### src/rtl/wmpc_pkg.sv
// wmpc_pkg: shared types and constants of the wav to mono pcm16 converter
// sample format codes and configuration register indexes; no dependencies
`default_nettype none

package wmpc_pkg;

  // sample format of the data chunk
  typedef enum logic [1:0] {
    KIND_PCM16   = 2'd0,
    KIND_PCM24   = 2'd1,
    KIND_PCM32   = 2'd2,
    KIND_FLOAT32 = 2'd3
  } sample_kind_t;

  // configuration register indexes
  localparam int unsigned CFG_IDX_W = 2;
  typedef logic [CFG_IDX_W-1:0] cfg_idx_t;

  localparam cfg_idx_t CFG_SAMPLE_KIND   = 2'd0;
  localparam cfg_idx_t CFG_CHANNEL_COUNT = 2'd1;
  localparam cfg_idx_t CFG_DATA_SIZE     = 2'd2;

  localparam int unsigned CFG_DATA_W = 32;

  // widest frame is 4 bytes times 2 channels
  localparam int unsigned POS_W   = 3;
  localparam int unsigned FRAME_W = 4;

endpackage

`default_nettype wire

### src/rtl/wav_to_mono_pcm16_converter_core.sv
// wav_to_mono_pcm16_converter_core: wav data-chunk bytes in, left-channel int16 samples out
// depends on wmpc_pkg for format codes and register indexes
//
//   channel | direction | tdata                | tuser | tlast
//   in_     | slave     | [7:0] data_byte      | -     | -
//   out_    | master    | [15:0] sample        | -     | last
//   cfg_    | write     | [31:0] register data | -     | -
//
// one byte accepted per cycle while in_tready is high; a completed frame goes to the output as follows:
// the byte stage assembles the left word, the conversion stage turns it into a sample
// and holds it in the output register. the float path (multiply by 65535, round, shift)
// sits entirely in the conversion stage. rst_n is synchronous: counts and frame state
// clear and config registers take their reset values. in_tready drops only when both stages
// hold a sample and the output is stalled.
`default_nettype none

module wav_to_mono_pcm16_converter_core (
  input  wire logic                         clk,
  input  wire logic                         rst_n,
  // input byte stream
  input  wire logic                         in_tvalid,
  output logic                              in_tready,
  input  wire logic [7:0]                   in_tdata,   // [7:0] data_byte
  // sample stream
  output logic                              out_tvalid,
  input  wire logic                         out_tready,
  output logic [15:0]                       out_tdata,  // [15:0] sample
  output logic                              out_tlast,  // last
  // configuration writes
  input  wire logic                         cfg_wr_en,
  input  wire logic [wmpc_pkg::CFG_IDX_W-1:0] cfg_index,
  input  wire logic [wmpc_pkg::CFG_DATA_W-1:0] cfg_wdata
);

  // configuration registers
  wmpc_pkg::sample_kind_t sample_kind_r;
  logic [1:0]             channel_count_r;
  logic [31:0]            data_size_r;

  // byte stage state
  logic [31:0]                  byte_count_r, byte_count_nxt;
  logic [wmpc_pkg::POS_W-1:0]   frame_pos_r, frame_pos_nxt;
  logic [31:0]                  left_bytes_r, left_bytes_nxt;

  // assembled word waiting for conversion
  logic                   s1_valid_r, s1_valid_nxt;
  logic [31:0]            s1_word_r;
  wmpc_pkg::sample_kind_t s1_kind_r;
  logic                   s1_last_r;

  // output register
  logic        out_valid_r, out_valid_nxt;
  logic [15:0] out_sample_r;
  logic        out_last_r;

  logic                           in_fire, step, frame_done, s2_load;
  logic [2:0]                     bps;
  logic [wmpc_pkg::FRAME_W-1:0]   frame_len;
  logic [31:0]                    left_merged;
  logic [31:0]                    count_inc;
  logic [15:0]                    sample_cvt;

  // exact trunc(32767.5*x - 0.5) for single precision bits, saturated
  function automatic logic [15:0] float_to_s16(input logic [31:0] f);
    logic        neg;
    logic [7:0]  e;
    logic [22:0] m;
    logic [23:0] mant;
    logic [39:0] n;
    logic [5:0]  shamt;
    logic [40:0] half;
    logic [41:0] sum;
    logic [41:0] shifted;
    logic [16:0] mag;
    logic [15:0] res;
    neg   = f[31];
    e     = f[30:23];
    m     = f[22:0];
    mant  = {1'b1, m};
    n     = {mant, 16'd0} - {16'd0, mant};
    // only used for exponents 110..126, giving 41 down to 25
    shamt = 6'(8'd151 - e);
    half  = 41'd1 << (shamt - 6'd1);
    if (neg) begin
      sum = {2'b00, n} + {1'b0, half};
    end else begin
      sum = {2'b00, n} - {1'b0, half};
    end
    shifted = sum >> shamt;
    mag     = shifted[16:0];
    if (e == 8'hFF && m != 23'd0) begin
      res = 16'd0;                       // nan
    end else if (e >= 8'd127) begin
      res = neg ? 16'h8000 : 16'h7FFF;   // magnitude one or more
    end else if (e <= 8'd109) begin
      res = 16'd0;                       // below half an lsb, zero and denormals too
    end else if (!neg) begin
      if (sum[41]) begin
        res = 16'd0;
      end else if (mag > 17'd32767) begin
        res = 16'h7FFF;
      end else begin
        res = mag[15:0];
      end
    end else begin
      if (mag > 17'd32768) begin
        res = 16'h8000;
      end else begin
        res = 16'(17'd0 - mag);
      end
    end
    return res;
  endfunction

  // configuration writes
  always_ff @(posedge clk) begin
    if (!rst_n) begin
      sample_kind_r   <= wmpc_pkg::KIND_PCM16;
      channel_count_r <= 2'd1;
      data_size_r     <= 32'd0;
    end else if (cfg_wr_en) begin
      unique case (cfg_index)
        wmpc_pkg::CFG_SAMPLE_KIND:   sample_kind_r   <= wmpc_pkg::sample_kind_t'(cfg_wdata[1:0]);
        wmpc_pkg::CFG_CHANNEL_COUNT: channel_count_r <= cfg_wdata[1:0];
        wmpc_pkg::CFG_DATA_SIZE:     data_size_r     <= cfg_wdata[31:0];
        default: ;
      endcase
    end
  end

  // frame geometry
  always_comb begin
    unique case (sample_kind_r)
      wmpc_pkg::KIND_PCM16:   bps = 3'd2;
      wmpc_pkg::KIND_PCM24:   bps = 3'd3;
      wmpc_pkg::KIND_PCM32:   bps = 3'd4;
      wmpc_pkg::KIND_FLOAT32: bps = 3'd4;
      default:                bps = 3'd4;
    endcase
    // zero channels counts as one, three as two
    if (channel_count_r[1]) begin
      frame_len = {bps, 1'b0};
    end else begin
      frame_len = {1'b0, bps};
    end
  end

  // handshakes
  assign s2_load   = s1_valid_r && (!out_valid_r || out_tready);
  assign in_tready = !s1_valid_r || s2_load;
  assign in_fire   = in_tvalid && in_tready;
  // bytes past the data size are taken and dropped
  assign step      = in_fire && (byte_count_r < data_size_r);
  assign count_inc = byte_count_r + 32'd1;
  assign frame_done = (({1'b0, frame_pos_r} + 4'd1) >= frame_len);

  // place the byte into the left word while inside the first channel
  always_comb begin
    left_merged = left_bytes_r;
    if ({1'b0, frame_pos_r} < {1'b0, bps}) begin
      for (int i = 0; i < 4; i++) begin
        if (frame_pos_r[1:0] == 2'(i)) begin
          left_merged[i*8 +: 8] = in_tdata;
        end
      end
    end
  end

  always_comb begin
    byte_count_nxt = byte_count_r;
    frame_pos_nxt  = frame_pos_r;
    left_bytes_nxt = left_bytes_r;
    if (step) begin
      byte_count_nxt = count_inc;
      if (frame_done) begin
        frame_pos_nxt  = '0;
        left_bytes_nxt = 32'd0;
      end else begin
        frame_pos_nxt  = frame_pos_r + 3'd1;
        left_bytes_nxt = left_merged;
      end
    end
  end

  always_comb begin
    s1_valid_nxt = s1_valid_r;
    if (s2_load) begin
      s1_valid_nxt = 1'b0;
    end
    if (step && frame_done) begin
      s1_valid_nxt = 1'b1;
    end
    out_valid_nxt = out_valid_r;
    if (out_tready) begin
      out_valid_nxt = 1'b0;
    end
    if (s2_load) begin
      out_valid_nxt = 1'b1;
    end
  end

  always_ff @(posedge clk) begin
    if (!rst_n) begin
      byte_count_r <= 32'd0;
      frame_pos_r  <= '0;
      left_bytes_r <= 32'd0;
      s1_valid_r   <= 1'b0;
      out_valid_r  <= 1'b0;
    end else begin
      byte_count_r <= byte_count_nxt;
      frame_pos_r  <= frame_pos_nxt;
      left_bytes_r <= left_bytes_nxt;
      s1_valid_r   <= s1_valid_nxt;
      out_valid_r  <= out_valid_nxt;
    end
  end

  // payload of the assembled word
  always_ff @(posedge clk) begin
    if (step && frame_done) begin
      s1_word_r <= left_merged;
      s1_kind_r <= sample_kind_r;
      s1_last_r <= (count_inc == data_size_r);
    end
  end

  // conversion stage
  always_comb begin
    unique case (s1_kind_r)
      wmpc_pkg::KIND_PCM16:   sample_cvt = s1_word_r[15:0];
      wmpc_pkg::KIND_PCM24:   sample_cvt = s1_word_r[23:8];
      wmpc_pkg::KIND_PCM32:   sample_cvt = s1_word_r[31:16];
      wmpc_pkg::KIND_FLOAT32: sample_cvt = float_to_s16(s1_word_r);
      default:                sample_cvt = 16'd0;
    endcase
  end

  always_ff @(posedge clk) begin
    if (s2_load) begin
      out_sample_r <= sample_cvt;
      out_last_r   <= s1_last_r;
    end
  end

  assign out_tvalid = out_valid_r;
  assign out_tdata  = out_sample_r;
  assign out_tlast  = out_last_r;

  // checks
  a_load_needs_room: assert property (@(posedge clk) disable iff (!rst_n)
    s2_load |-> (!out_valid_r || out_tready))
    else $error("conversion stage overwrote a pending sample");

  a_stall_means_full: assert property (@(posedge clk) disable iff (!rst_n)
    !in_tready |-> (s1_valid_r && out_valid_r && !out_tready))
    else $error("input stalled without a full pipeline");

  a_dropped_byte_no_count: assert property (@(posedge clk) disable iff (!rst_n)
    (in_fire && !step) |=> $stable(byte_count_r) && $stable(frame_pos_r))
    else $error("byte past data size changed state");

  a_frame_end_rewinds: assert property (@(posedge clk) disable iff (!rst_n)
    (step && frame_done) |=> (frame_pos_r == '0) && s1_valid_r)
    else $error("frame end did not rewind position");

  a_held_word_stable: assert property (@(posedge clk) disable iff (!rst_n)
    (s1_valid_r && !s2_load) |=> $stable(s1_word_r) && $stable(s1_last_r))
    else $error("held word changed while waiting");

endmodule

`default_nettype wire

### config.mk
export PLATFORM = sky130hd
export DESIGN_NAME = wav_to_mono_pcm16_converter_core
export DESIGN_NICKNAME = d
export VERILOG_FILES = /design/src/rtl/wmpc_pkg.sv /design/src/rtl/wav_to_mono_pcm16_converter_core.sv
export SDC_FILE = /design/constraint.sdc
export NUM_CORES = 1
export LEC_CHECK = 0
export ABC_AREA = 1
export BUFFER_PORTS_ARGS = -buffer_cell sky130_fd_sc_hd__buf_2
export CAP_MARGIN = 5
export CORE_MARGIN = 5
export CORE_UTILIZATION = 60
export CTS_BUF_LIST = sky130_fd_sc_hd__clkbuf_4 sky130_fd_sc_hd__clkbuf_8 sky130_fd_sc_hd__clkbuf_16
export DETAILED_ROUTE_END_ITERATION = 16
export GPL_ROUTABILITY_DRIVEN = 0
export PLACE_DENSITY_LB_ADDON = 0.05
export REMOVE_ABC_BUFFERS = 1
export SETUP_SLACK_MARGIN = 0.2
export SLEW_MARGIN = 20
export SYNTH_ARGS = -nofsm -noshare
export SYNTH_HDL_FRONTEND = slang
export SYNTH_SLANG_ARGS = --single-unit
### constraint.sdc
create_clock -name clk -period 7.9 [get_ports clk]
set_input_delay 1.58 -clock clk [delete_from_list [all_inputs] [get_ports clk]]
set_output_delay 1.58 -clock clk [all_outputs]
set_load 0.1 [all_outputs]
==> results.json <==
{
  "drt_iter0_markers": 2801,
  "start_util": 0.6099,
  "drive_above_1_share": 0.09768,
  "core_area_um2": 26950,
  "crit_type": "reg2reg",
  "tightest_slew_ns": 1.104,
  "fin_crit_sh": 0.9324,
  "yosys-top-cells-area": "nand2_1 (15%), dfxtp_1 (13%), edfxtp_1 (9.5%)",
  "slew_headroom": 0.2614,
  "fmax_mhz": 135.8,
  "fin_tns_setup_ns": 0,
  "synth-async-reset-ratio": 0,
  "setup_viol": 0,
  "final_cell_area_um2": 17840,
  "syn_to_final_growth_pct": 8.540,
  "synthDistinctLibCells": 58,
  "layout.nets": 2845,
  "antenna_found_initial": 1,
  "drv_cap": 0,
  "drtPass1Iterations": 8,
  "antennaDiodeCount": 0,
  "grt_pass1_vias": 17120,
  "synth-edff-count": 52,
  "finalHoldViolations": 0,
  "crit_arrival_ns": 7.64,
  "cts.hold.buffers_added": 0,
  "syn_area_um2": 16440,
  "worstSetupStartpointType": "flip-flop",
  "io_buffers": 65,
  "hold_depth": 0,
  "synthDominantCellAreaShare": 0.1518,
  "cts.clk_slew.worst_paths_ns": 0.06,
  "rrSetupSlack_ns": 0.53,
  "cts-buffers-inserted": 17,
  "critical_path.max_stage_delay_ns": 0.51,
  "cts_root_buf": "clkbuf_16",
  "rows": 60,
  "crit_path_top_delay_cell": "a311oi_1",
  "status": "finished clean",
  "hold_path_class": "reg2reg",
  "worstPathMaxFanout": 13,
  "hold_end": "out_tlast",
  "dp.cells": 3002,
  "cts.sinks": 156,
  "grt_usage": 0.3578,
  "synth_commonest_cells": "nand2_1 (665), inv_1 (337), nand3_1 (290), nor2_1 (219), a21oi_1 (211)",
  "h-tree-depth": 4,
  "drv_slew": 0,
  "cts_tree": "yes",
  "yosysWarnings": 0,
  "cp-end-kind": "flip-flop",
  "vias": 18910,
  "skew_ns": 0.02219,
  "required_ns": 8.18,
  "grt_start_max_net_pins": 68,
  "min_period_ns": 7.366,
  "synth.avg_cell_area_um2": 6.141,
  "yosysSeqAreaShare": 0.2216,
  "num-fill-cells": 2504,
  "die_x_um": 175.5,
  "stdcell_count": 3054,
  "post_dp_cell_area_um2": 16840,
  "r2r_start": "s1_word_r[27]",
  "grt_overflow_total": 0,
  "rsz0062_at_grt": "false",
  "synth_area_leader_cell": "nand2_1",
  "ys_seq_elements": 156,
  "drt_wl_total_mm": 57.42,
  "die_height_um": 175.5,
  "cp_common_cell": "nand2_1",
  "syn_inst": 2677,
  "rr_endpoint": "out_tdata[8]",
  "clk_path_buf_depth": 2,
  "dieArea_um2": 30810,
  "min_from": "s1_last_r",
  "wl_per_cell_um": 18.80,
  "synth.most_common_cell": "nand2_1",
  "fin_util": 0.6620,
  "ys_dominant_reg_cell": "dfxtp_1",
  "worstSkewPairLatency_ns": 0.44,
  "reg2regPathDepth": 43,
  "dp_hpwl_mm": 43.76,
  "io_pins": 66,
  "grt_pass1_wl_mm": 89.07,
  "drc": 0,
  "final_antenna_net_count": 0,
  "viasPerCell": 6.191
}
==> final cells by class <==
| type | instances | area (um2) | share of cell area |
|---|---|---|---|
| clock buffers | 20 | 483.0 | 0.02707 |
| clock inverters | 12 | 135.1 | 0.007574 |
| inverters | 355 | 1338 | 0.07496 |
| multi-input cells | 2068 | 11200 | 0.6277 |
| flip-flops and latches | 156 | 3643 | 0.2042 |
| well taps | 341 | 426.7 | 0.02391 |
| repair buffers | 102 | 616.8 | 0.03457 |
==> placed cells by master (no fill, tap or decap), drive strengths merged, types with 4 or more instances in the layout <==
| cell | Yosys | routed |
|---|---|---|
| nand2 | 696 | 697 |
| inv | 350 | 359 |
| nand3 | 302 | 302 |
| nor2 | 237 | 237 |
| a21oi | 212 | 212 |
| o21ai | 203 | 203 |
| dfxtp | 104 | 104 |
| buf | 39 | 102 |
| ha | 97 | 97 |
| xor2 | 87 | 87 |
| nand4 | 55 | 55 |
| edfxtp | 52 | 52 |
| a211oi | 40 | 40 |
| nor3 | 38 | 38 |
| clkbuf | 57 | 20 |
| xnor2 | 19 | 19 |
| nor4 | 16 | 16 |
| o211ai | 11 | 11 |
| a221oi | 10 | 10 |
| clkinv | 5 | 6 |
| o221ai | 5 | 5 |
| a31oi | 5 | 5 |
| or2 | 5 | 5 |
| o31ai | 4 | 4 |
| o21bai | 4 | 4 |
| nand3b | 4 | 4 |
==> critical path, delay by kind of cell (launching register included) <==
kind                       cells  cell delay (ns)
xor gates and xnor gates       2             0.50
AOI/OAI and AO/OA              2             0.66
DFF                            1             0.48
buffers and inverters          6             0.59
and+or+nand+nor               30             3.93
adders and majority gates      3             1.06
==> timing repair <==
item,CTS,global route
setup buffers,2,15
endpoints found under the hold margin,0,0
endpoints found under the setup margin,12,16
gates cloned,0,1
resized for setup,1,58
pin swaps,0,22
==> flip-flops by register name, indices dropped and copies added, names as in the netlist, 2 cells and up <==
register	flops
sample_kind_r	2
data_size_r	32
left_bytes_r	32
byte_count_r	32
s1_kind_r	2
out_tdata	16
frame_pos_r	3
s1_word_r	32
==> kinds of logic (layout without fill, tap and decap cells) <==
group | Yosys count | in the layout | synth area share
flip-flops | 156 | 156 | 0.2216
multiplexers | 2 | 2 | 0.001218
buffers and inverters | 454 | 489 | 0.1126
AND/OR/NAND/NOR | 1356 | 1357 | 0.3641
AO/OA/AOI/OAI | 505 | 505 | 0.1690
adder cells (fa/ha/maj) | 98 | 98 | 0.07505
XOR/XNOR | 106 | 106 | 0.05648
==> how the worst max path moves through the flow <==
stage | endpoint | startpoint
2_1_floorplan | out_tdata[14] | s1_word_r[26]
3_3_place_gp | out_tdata[4] | s1_word_r[17]
3_5_place_dp | out_tdata[5] | s1_word_r[17]
4_1_cts | out_tdata[5] | s1_word_r[1]
5_1_grt | out_tdata[8] | s1_word_r[1]
6_report | out_tdata[8] | s1_word_r[27]
==> through the flow <==
step	hold WS [ns]	worst slack (ns)
2_1_floorplan	0.4003	-0.05473
3_3_place_gp	0.4023	0.4170
3_5_place_dp	0.4065	0.1624
4_1_cts	0.4217	0.2036
5_1_grt	0.4472	0.1427
6_report	0.4224	0.5344
==> routing by layer <==
| metal | part of all wire | routed length [um] | vias to the layer above | global-route usage |
|---|---|---|---|---|
| li1 | - | - | 8955 | - |
| met1 | 0.40 | 23160 | 8417 | 0.4913 |
| met2 | 0.41 | 23760 | 1265 | 0.5364 |
| met3 | 0.11 | 6589 | 268 | 0.06328 |
| met4 | 0.068 | 3895 | 2 | 0.1920 |
| met5 | 0.00035 | 20 | - | 0 |
Power is not shown: default switching activity piles up to over one toggle a cycle in this logic, so the estimate is an artifact.
